`src/sv/fbm_pkg.sv`:
```
`timescale 1ns / 1ps
// ----------------------------------------------------------------------------
// fbm_pkg
// Shared widths and the record carried through the square root pipeline.
// ----------------------------------------------------------------------------
package fbm_pkg;

  localparam int unsigned IN_W    = 16;  // signed bin halves
  localparam int unsigned ABS_W   = 16;  // magnitude of one half, up to 32768
  localparam int unsigned SQ_W    = 31;  // one square, up to 2^30
  localparam int unsigned SUM_W   = 32;  // sum of squares, up to 2^31
  localparam int unsigned X_W     = 34;  // four times the sum
  localparam int unsigned ROOT_W  = 17;  // one root bit per step
  localparam int unsigned REM_W   = ROOT_W + 2;
  localparam int unsigned MAG_MAX = 92681;

  typedef struct packed {
    logic [X_W-1:0]    x;     // radicand, consumed two bits per step from the top
    logic [REM_W-1:0]  rem;   // partial remainder
    logic [ROOT_W-1:0] root;  // partial root
    logic              dc;    // halve at the end
  } root_data_t;

endpackage

```
`src/sv/fft_bin_magnitude_core.sv`:
```
`timescale 1ns / 1ps
// pipeline: 3 sum-of-squares stages, 17 square root digit stages and
//   1 output stage between input transfer and result
// throughput: one bin per cycle; each pipeline stage holds one item and
//   empty stages fill while the output is stalled
// reset: synchronous active low, clears all stage valid bits only
// ----------------------------------------------------------------------------
// fft_bin_magnitude_core
// Doubled FFT bin magnitude floor(sqrt(4*(re^2+im^2))), halved for the DC bin.
// ----------------------------------------------------------------------------
module fft_bin_magnitude_core (
  input  logic                         clk,
  input  logic                         rst_n,
  input  logic                         in_valid,
  output logic                         in_stall,
  input  logic signed [fbm_pkg::IN_W-1:0] in_real_part,
  input  logic signed [fbm_pkg::IN_W-1:0] in_imag_part,
  input  logic                         in_dc_bin,
  output logic                         out_valid,
  input  logic                         out_stall,
  output logic [fbm_pkg::ROOT_W-1:0]   out_magnitude
);
  import fbm_pkg::*;

  logic       st_valid [0:ROOT_W];
  logic       st_ready [0:ROOT_W];
  root_data_t st_data  [0:ROOT_W];

  logic              sumsq_ready;
  logic              out_valid_r, out_valid_nxt;
  logic [ROOT_W-1:0] mag_r, mag_nxt;

  fbm_sumsq u_sumsq (
    .clk       (clk),
    .rst_n     (rst_n),
    .in_valid  (in_valid),
    .in_ready  (sumsq_ready),
    .real_part (in_real_part),
    .imag_part (in_imag_part),
    .dc_bin    (in_dc_bin),
    .out_valid (st_valid[0]),
    .out_ready (st_ready[0]),
    .out_data  (st_data[0])
  );

  assign in_stall = !sumsq_ready;

  for (genvar k = 0; k < ROOT_W; k++) begin : g_root
    fbm_root_step u_step (
      .clk       (clk),
      .rst_n     (rst_n),
      .in_valid  (st_valid[k]),
      .in_ready  (st_ready[k]),
      .in_data   (st_data[k]),
      .out_valid (st_valid[k+1]),
      .out_ready (st_ready[k+1]),
      .out_data  (st_data[k+1])
    );
  end

  assign st_ready[ROOT_W] = !out_valid_r || !out_stall;
  assign out_valid_nxt    = st_valid[ROOT_W] || (out_valid_r && out_stall);
  assign mag_nxt          = st_data[ROOT_W].dc ? (st_data[ROOT_W].root >> 1)
                                               : st_data[ROOT_W].root;

  always_ff @(posedge clk) begin
    if (!rst_n) begin
      out_valid_r <= 1'b0;
    end else begin
      out_valid_r <= out_valid_nxt;
    end
  end

  always_ff @(posedge clk) begin
    if (st_valid[ROOT_W] && st_ready[ROOT_W]) begin
      mag_r <= mag_nxt;
    end
  end

  assign out_valid     = out_valid_r;
  assign out_magnitude = mag_r;

endmodule

```
`src/sv/fbm_sumsq.sv`:
```
`timescale 1ns / 1ps
// ----------------------------------------------------------------------------
// fbm_sumsq
// Three stages: absolute values, squares, sum. Emits the radicand record.
// ----------------------------------------------------------------------------
module fbm_sumsq (
  input  logic                       clk,
  input  logic                       rst_n,
  input  logic                       in_valid,
  output logic                       in_ready,
  input  logic [fbm_pkg::IN_W-1:0]   real_part,
  input  logic [fbm_pkg::IN_W-1:0]   imag_part,
  input  logic                       dc_bin,
  output logic                       out_valid,
  input  logic                       out_ready,
  output fbm_pkg::root_data_t        out_data
);
  import fbm_pkg::*;

  logic v1_r, v2_r, v3_r;
  logic v1_nxt, v2_nxt, v3_nxt;
  logic rdy1, rdy2, rdy3;

  logic [ABS_W-1:0] are_r, aim_r, are_nxt, aim_nxt;
  logic             dc1_r, dc2_r, dc3_r;
  logic [2*ABS_W-1:0] prod_re, prod_im;
  logic [SQ_W-1:0]  sq_re_r, sq_im_r;
  logic [SUM_W-1:0] sum_r, sum_nxt;

  assign rdy3     = !v3_r || out_ready;
  assign rdy2     = !v2_r || rdy3;
  assign rdy1     = !v1_r || rdy2;
  assign in_ready = rdy1;

  assign v1_nxt = (in_valid && rdy1) || (v1_r && !rdy2);
  assign v2_nxt = (v1_r && rdy2) || (v2_r && !rdy3);
  assign v3_nxt = (v2_r && rdy3) || (v3_r && !out_ready);

  // two's complement negate; -32768 lands on 32768 unsigned
  assign are_nxt = real_part[IN_W-1] ? (~real_part + 16'd1) : real_part;
  assign aim_nxt = imag_part[IN_W-1] ? (~imag_part + 16'd1) : imag_part;

  assign prod_re = are_r * are_r;
  assign prod_im = aim_r * aim_r;

  assign sum_nxt = {1'b0, sq_re_r} + {1'b0, sq_im_r};

  always_ff @(posedge clk) begin
    if (!rst_n) begin
      v1_r <= 1'b0;
      v2_r <= 1'b0;
      v3_r <= 1'b0;
    end else begin
      v1_r <= v1_nxt;
      v2_r <= v2_nxt;
      v3_r <= v3_nxt;
    end
  end

  always_ff @(posedge clk) begin
    if (in_valid && rdy1) begin
      are_r <= are_nxt;
      aim_r <= aim_nxt;
      dc1_r <= dc_bin;
    end
    if (v1_r && rdy2) begin
      sq_re_r <= prod_re[SQ_W-1:0];
      sq_im_r <= prod_im[SQ_W-1:0];
      dc2_r   <= dc1_r;
    end
    if (v2_r && rdy3) begin
      sum_r <= sum_nxt;
      dc3_r <= dc2_r;
    end
  end

  assign out_valid     = v3_r;
  assign out_data.x    = {sum_r, 2'b00};
  assign out_data.rem  = '0;
  assign out_data.root = '0;
  assign out_data.dc   = dc3_r;

endmodule

```
`src/sv/fbm_root_step.sv`:
```
`timescale 1ns / 1ps
// ----------------------------------------------------------------------------
// fbm_root_step
// One registered digit step of the restoring square root: one root bit.
// ----------------------------------------------------------------------------
module fbm_root_step (
  input  logic                clk,
  input  logic                rst_n,
  input  logic                in_valid,
  output logic                in_ready,
  input  fbm_pkg::root_data_t in_data,
  output logic                out_valid,
  input  logic                out_ready,
  output fbm_pkg::root_data_t out_data
);
  import fbm_pkg::*;

  logic       valid_r, valid_nxt;
  root_data_t data_r, data_nxt;

  logic [REM_W+1:0] rem_sh;
  logic [REM_W+1:0] trial;
  logic [REM_W+1:0] diff;
  logic             take;

  assign in_ready  = !valid_r || out_ready;
  assign valid_nxt = (in_valid && in_ready) || (valid_r && !out_ready);

  // bring down the next two radicand bits, try root*4+1
  assign rem_sh = {in_data.rem, in_data.x[X_W-1 -: 2]};
  assign trial  = {2'b00, in_data.root, 2'b01};
  assign diff   = rem_sh - trial;
  assign take   = (rem_sh >= trial);

  always_comb begin
    data_nxt.x    = {in_data.x[X_W-3:0], 2'b00};
    data_nxt.dc   = in_data.dc;
    data_nxt.rem  = take ? diff[REM_W-1:0] : rem_sh[REM_W-1:0];
    data_nxt.root = {in_data.root[ROOT_W-2:0], take};
  end

  always_ff @(posedge clk) begin
    if (!rst_n) begin
      valid_r <= 1'b0;
    end else begin
      valid_r <= valid_nxt;
    end
  end

  always_ff @(posedge clk) begin
    if (in_valid && in_ready) begin
      data_r <= data_nxt;
    end
  end

  assign out_valid = valid_r;
  assign out_data  = data_r;

endmodule

```
`config.mk`:
```
export PLATFORM = sky130hd
export DESIGN_NAME = fft_bin_magnitude_core
export DESIGN_NICKNAME = d
export VERILOG_FILES = /design/src/sv/fbm_pkg.sv /design/src/sv/fft_bin_magnitude_core.sv /design/src/sv/fbm_sumsq.sv /design/src/sv/fbm_root_step.sv
export SDC_FILE = /design/constraint.sdc
export NUM_CORES = 2
export LEC_CHECK = 0
export BUFFER_PORTS_ARGS = -buffer_cell sky130_fd_sc_hd__buf_2
export CORE_MARGIN = 2
export CORE_UTILIZATION = 24
export CTS_CLUSTER_SIZE = 25
export DETAILED_ROUTE_END_ITERATION = 12
export PLACE_DENSITY_LB_ADDON = 0.05
export SYNTH_ARGS = -nofsm -noshare
export SYNTH_HDL_FRONTEND = slang
export SYNTH_SLANG_ARGS = --single-unit
```
`constraint.sdc`:
```
create_clock -name clk -period 8.1 [get_ports clk]
set_input_delay 0.81 -clock clk [delete_from_list [all_inputs] [get_ports clk]]
set_output_delay 0.81 -clock clk [all_outputs]
set_load 0.02 [all_outputs]
```
# Yosys cells after proc, flatten, opt, wreduce, memory -nomap -nowiden
# Cells that the tools add are included.
# totals
ff_bits	865
inputBits	37
word_cells	285
# op_classes
add_sub_neg	19
multipliers	2
order_cmp	17
n_mux	19
bitwise_logic	2
n_reduce_logical	127
# op_table
operator	count
$mux W19	15
$mul A16 B16 Y31	2
$logic_not A1 Y1	43
$logic_and A1 B1 Y1	42
$logic_or A1 B1 Y1	42
$add A16 B1 Y16 const B	2
$add A31 B31 Y32	1
$not A16 Y16	2
$mux W15	2
$ge A21 B10 Y1	1
$ge A21 B11 Y1	1
$ge A21 B12 Y1	1
$ge A21 B13 Y1	1
$ge A21 B14 Y1	1
$ge A21 B15 Y1	1
$ge A21 B16 Y1	1
$ge A21 B17 Y1	1
$ge A21 B18 Y1	1
$ge A21 B3 Y1	1
$ge A21 B4 Y1	1
$ge A21 B5 Y1	1
$ge A21 B6 Y1	1
$ge A21 B7 Y1	1
$ge A21 B8 Y1	1
other kinds (20)	20

# Longest topological paths before layout
# logic_depth
ltp_word	24
mapped_depth	26

# Hierarchy
# A second synthesis with hierarchy kept.
# unflattened
hier_cells	6669
hier_area_um2	81135.3
# modules_own_cells
mod	instances	cells_per_inst	area_per_inst_um2	seq_area_each_um2
fbm_root_step at g_root[0].u_step ...	16	267	3518.4	2092.0
fbm_sumsq	1	2087	20480.9	3873.7
fbm_root_step at g_root[1].u_step	1	268	3550.9	2092.0
fft_bin_magnitude_core	1	42	809.5	530.5

# Worst setup path before layout
# OpenSTA, ideal clock, no wires.
# synth_path
path_type	flip-flop to flip-flop
startpoint	reg u_sumsq.aim_r[1]
endpoint	reg u_sumsq.sq_im_r[30], data pin
setup_time_ns	0.261
arrival_ns	6.175
path_slack_ns	1.664
path_stages_with_launch	23
path_cell_list	edfxtp_1 > clkbuf_1 > clkbuf_1 > nand2_1 > fa_1 > inv_1 > fa_1 > fa_1 > fa_1 > fa_1 > inv_1 > fa_1 > inv_1 > ha_1 > a21o_1 > a21oi_1 > o21a_1 > o311ai_0 > a41o_1 > o211a_1 > o21a_1 > o21a_1 > a311o_1
# synth_via
elab_chain_cells	1
# synth_rtl
item	line	source
from (decl)	fbm_sumsq.sv:24	logic [ABS_W-1:0] are_r, aim_r, are_nxt, aim_nxt;
from (signal assigned)	fbm_sumsq.sv:63	aim_r <= aim_nxt;
$mul A16 B16 Y31	fbm_sumsq.sv:44	assign prod_im = aim_r * aim_r;
net u_sumsq.prod_im[30]	fbm_sumsq.sv:26	logic [2*ABS_W-1:0] prod_re, prod_im;
to (signal assigned)	fbm_sumsq.sv:68	sq_im_r <= prod_im[SQ_W-1:0];
to (decl)	fbm_sumsq.sv:27	logic [SQ_W-1:0] sq_re_r, sq_im_r;
# The timed path passes the listed nets, and every way through them passes these cells.
# A chain may end at the register's enable or synchronous reset.

# Worst setup path in the final report
# layout_path
startpoint	reg u_sumsq.aim_r[5]
endpoint	reg u_sumsq.sq_im_r[30], data pin
# The elaborated chain is that of the path after synthesis.

==> flow_metrics.env <==
export IMPL_run_status="finished clean"
export IMPL_period_share_pct=89.7
export IMPL_drive_above_1_share_pct=7.49
export IMPL_ys_flop_type="edfxtp_1"
export IMPL_grt_ovfl_total=0
export IMPL_finalSetupTns_ps=0
export IMPL_instances_no_fill=7587
export IMPL_die_x_um=473
export IMPL_clock_latency_ps=740
export IMPL_synth_seq_cells=857
export IMPL_post_cts_buffers=0
export IMPL_cts_tree="built"
export IMPL_grt_pass1_wl_mm=205
export IMPL_nets=5384
export IMPL_rsz0062_at_grt="no"
export IMPL_period_minus_slack_ps=7260
export IMPL_yosysWarnings=0
export IMPL_end_kind="flip-flop"
export IMPL_cp_start_kind="flip-flop"
export IMPL_cts_root_buffer="clkbuf_16"
export IMPL_clockBufferDepth=3
export IMPL_timing_hold_worst_class="input port to flip-flop"
export IMPL_row_count=172
export IMPL_initial_core_util_pct=24.1
export IMPL_relSlewSlack_pct=27.5
export IMPL_power_density_mw_per_mm2=459
export IMPL_cts_buffers=107
export IMPL_synth_cell_types=72
export IMPL_final_util_pct=27.5
export IMPL_cp_data_required_time_ps=8580
export IMPL_io_pins=56
export IMPL_nFillCells=22800
export IMPL_fmax_mhz=138
export IMPL_grt_antenna_before_repair=5
export IMPL_dieArea_mm2=0.224
export IMPL_cts_sinks=857
export IMPL_final_max_slew_viol_count=0
export IMPL_finalSetupViolations=0
export IMPL_drt_iter0_drc=1162
export IMPL_fp_dieH_um=473
export IMPL_clk_pin_slew_ps=60
export IMPL_vias=31200
export IMPL_drv_cap=0
export IMPL_place_hpwl_mm=102
export IMPL_place_gp_congestion=0.748
export IMPL_cts_hold_buf=0
export IMPL_synth_area_mm2=0.0527
export IMPL_ys_seq_area_share_pct=48.4
export IMPL_grt_pass1_vias=33800
export IMPL_worstSetupPathType="flip-flop to flip-flop"
export IMPL_htree_levels=3
export IMPL_first_pass_iters=7
export IMPL_cts_resized=0
export IMPL_placed_cells=7385
export IMPL_tightest_slew_ps=1080
export IMPL_worstPathMaxFanout=17
export IMPL_synthArstFlopShare_pct=0
export IMPL_synthCells=4497
export IMPL_avgSynthCellArea_um2=11.7
export IMPL_finClkSkew_ps=69.5
export IMPL_synth_edf_count=836
export IMPL_cp_arrival_ps=7750
export IMPL_p_leak_nw=24.4
export IMPL_via_per_inst=4.11
export IMPL_routedWlPerCell_um=17.2
export IMPL_final_cell_mix="836 x edfxtp_1, 745 x inv_1, 398 x ha_1, 326 x fa_1, 297 x nand2_1"
export IMPL_ant_nets=0
export IMPL_synth_fp_nets=5258
export IMPL_hold_violations=0
export IMPL_core_area_mm2=0.219
export IMPL_track_usage_pct=11.8
export IMPL_drc_errors=0
export IMPL_port_buffers=55
export IMPL_wl_mm=130
export IMPL_syn2layout_area_growth_pct=14.2
export IMPL_final_common_cell="edfxtp_1"
export IMPL_irDropWorstVdd_v=0.000634
export IMPL_grt_max_degree=62
==> worst max-delay path: stages (launching register included) <==
cell and delay (ps):
edfxtp_1 910, nand2_1 250, fa_1 570, inv_1 50
fa_1 510, fa_1 520, fa_1 520, fa_1 540
inv_1 50, fa_1 630, inv_1 70, ha_1 370
nand4_1 230, o311ai_0 510, buf_4 200, a41o_1 220
o211a_1 180, o21a_1 140, o21a_1 170, nor4_1 60
a311o_1 330
==> routing by layer <==
layer | GRT usage [%] | vias to the layer above | share of wire, %
met2 | 21.8 | 280 | 53
met4 | 2.84 | 0 | 2.2
met5 | 0 | - | 0
met1 | 14.4 | 15100 | 43
met3 | 1.62 | 152 | 2.2
li1 | - | 15600 | -
==> cells by family (layout without fill, tap and decap cells) <==
logic type	Yosys count	after routing	share of synthesized area [%]
and+or+nand+nor	1086	1086	10.2
buffers and inverters	822	1040	5.87
other	1	2	0.00711
DFF	857	857	48.4
xor gates and xnor gates	309	309	5.13
AOI/OAI and AO/OA	655	655	7.63
muxes	43	43	0.918
adders and majority gates	724	724	21.8
==> synth_stat cells, types with 57 or more instances <==
library cell / n / area [µm²]
a21o_1: 57 / 428
nand2b_1: 59 / 369
nor3_1: 88 / 440
nand2_1: 297 / 1110
ha_1: 398 / 4980
nor2_1: 236 / 886
fa_1: 326 / 6530
edfxtp_1: 836 / 25100
nor2b_1: 62 / 388
clkbuf_1: 65 / 244
xor2_1: 118 / 1030
xnor2_1: 191 / 1670
a21oi_1: 222 / 1110
inv_1: 745 / 2800
o21ai_0: 158 / 791
and2_1: 106 / 663
o21a_1: 64 / 480
==> cell type report <==
type                       instances  area (µm²)  area share (%)
clock buffer                     134        2820            4.68
antenna                            1        2.50         0.00416
clock inverter                    67         594           0.987
timing repair buffer              94         568           0.943
sequential                       857       25500            42.4
inverter                         745        2800            4.64
multi-input combinational       2818       24300            40.4
tap                             2871        3590            5.97
==> state kept, by name, indices dropped and copies added, names as in the netlist, 16 cells and up <==
signal	count
g_root.u_step.out_data	692
u_sumsq.sq_re_r	30
g_root.u_step.out_valid	17
u_sumsq.sq_im_r	30
out_magnitude	17
u_sumsq.aim_r	16
u_sumsq.are_r	16
u_sumsq.sum_r	32
==> final timing paths <==
path,endpoint,from,slack [ps],cells after the start
setup / recovery,u_sumsq.sq_im_r[30],u_sumsq.aim_r[5],840,20
hold / removal,u_sumsq.dc1_r,in_dc_bin,270,1
setup reg to reg,u_sumsq.sq_im_r[30],u_sumsq.aim_r[5],840,20
hold reg to reg,g_root[0].u_step.out_data[59],u_sumsq.sum_r[18],370,0
==> where the power goes <==
group / leakage [nW] / internal [mW] / switching (mW)
logic: 15.2 / 7.10 / 9.71
registers: 7.53 / 5.99 / 0.181
clock network: 1.65 / 2.67 / 1.99
total: 24.4 / 15.8 / 11.9
==> stage by stage <==
step                      worst slack [ps]  instance area (µm²)  power (mW)  hold WS (ps)
after floorplan                       1660                52700        18.8           400
after global placement                 691                56800        23.8           400
after detailed placement               694                56800        23.7           405
after CTS                              693                60200        28.6           176
after global routing                   331                60200        30.8           195
final                                  837                60200        27.6           267
Power figures use the tool's default switching activity.
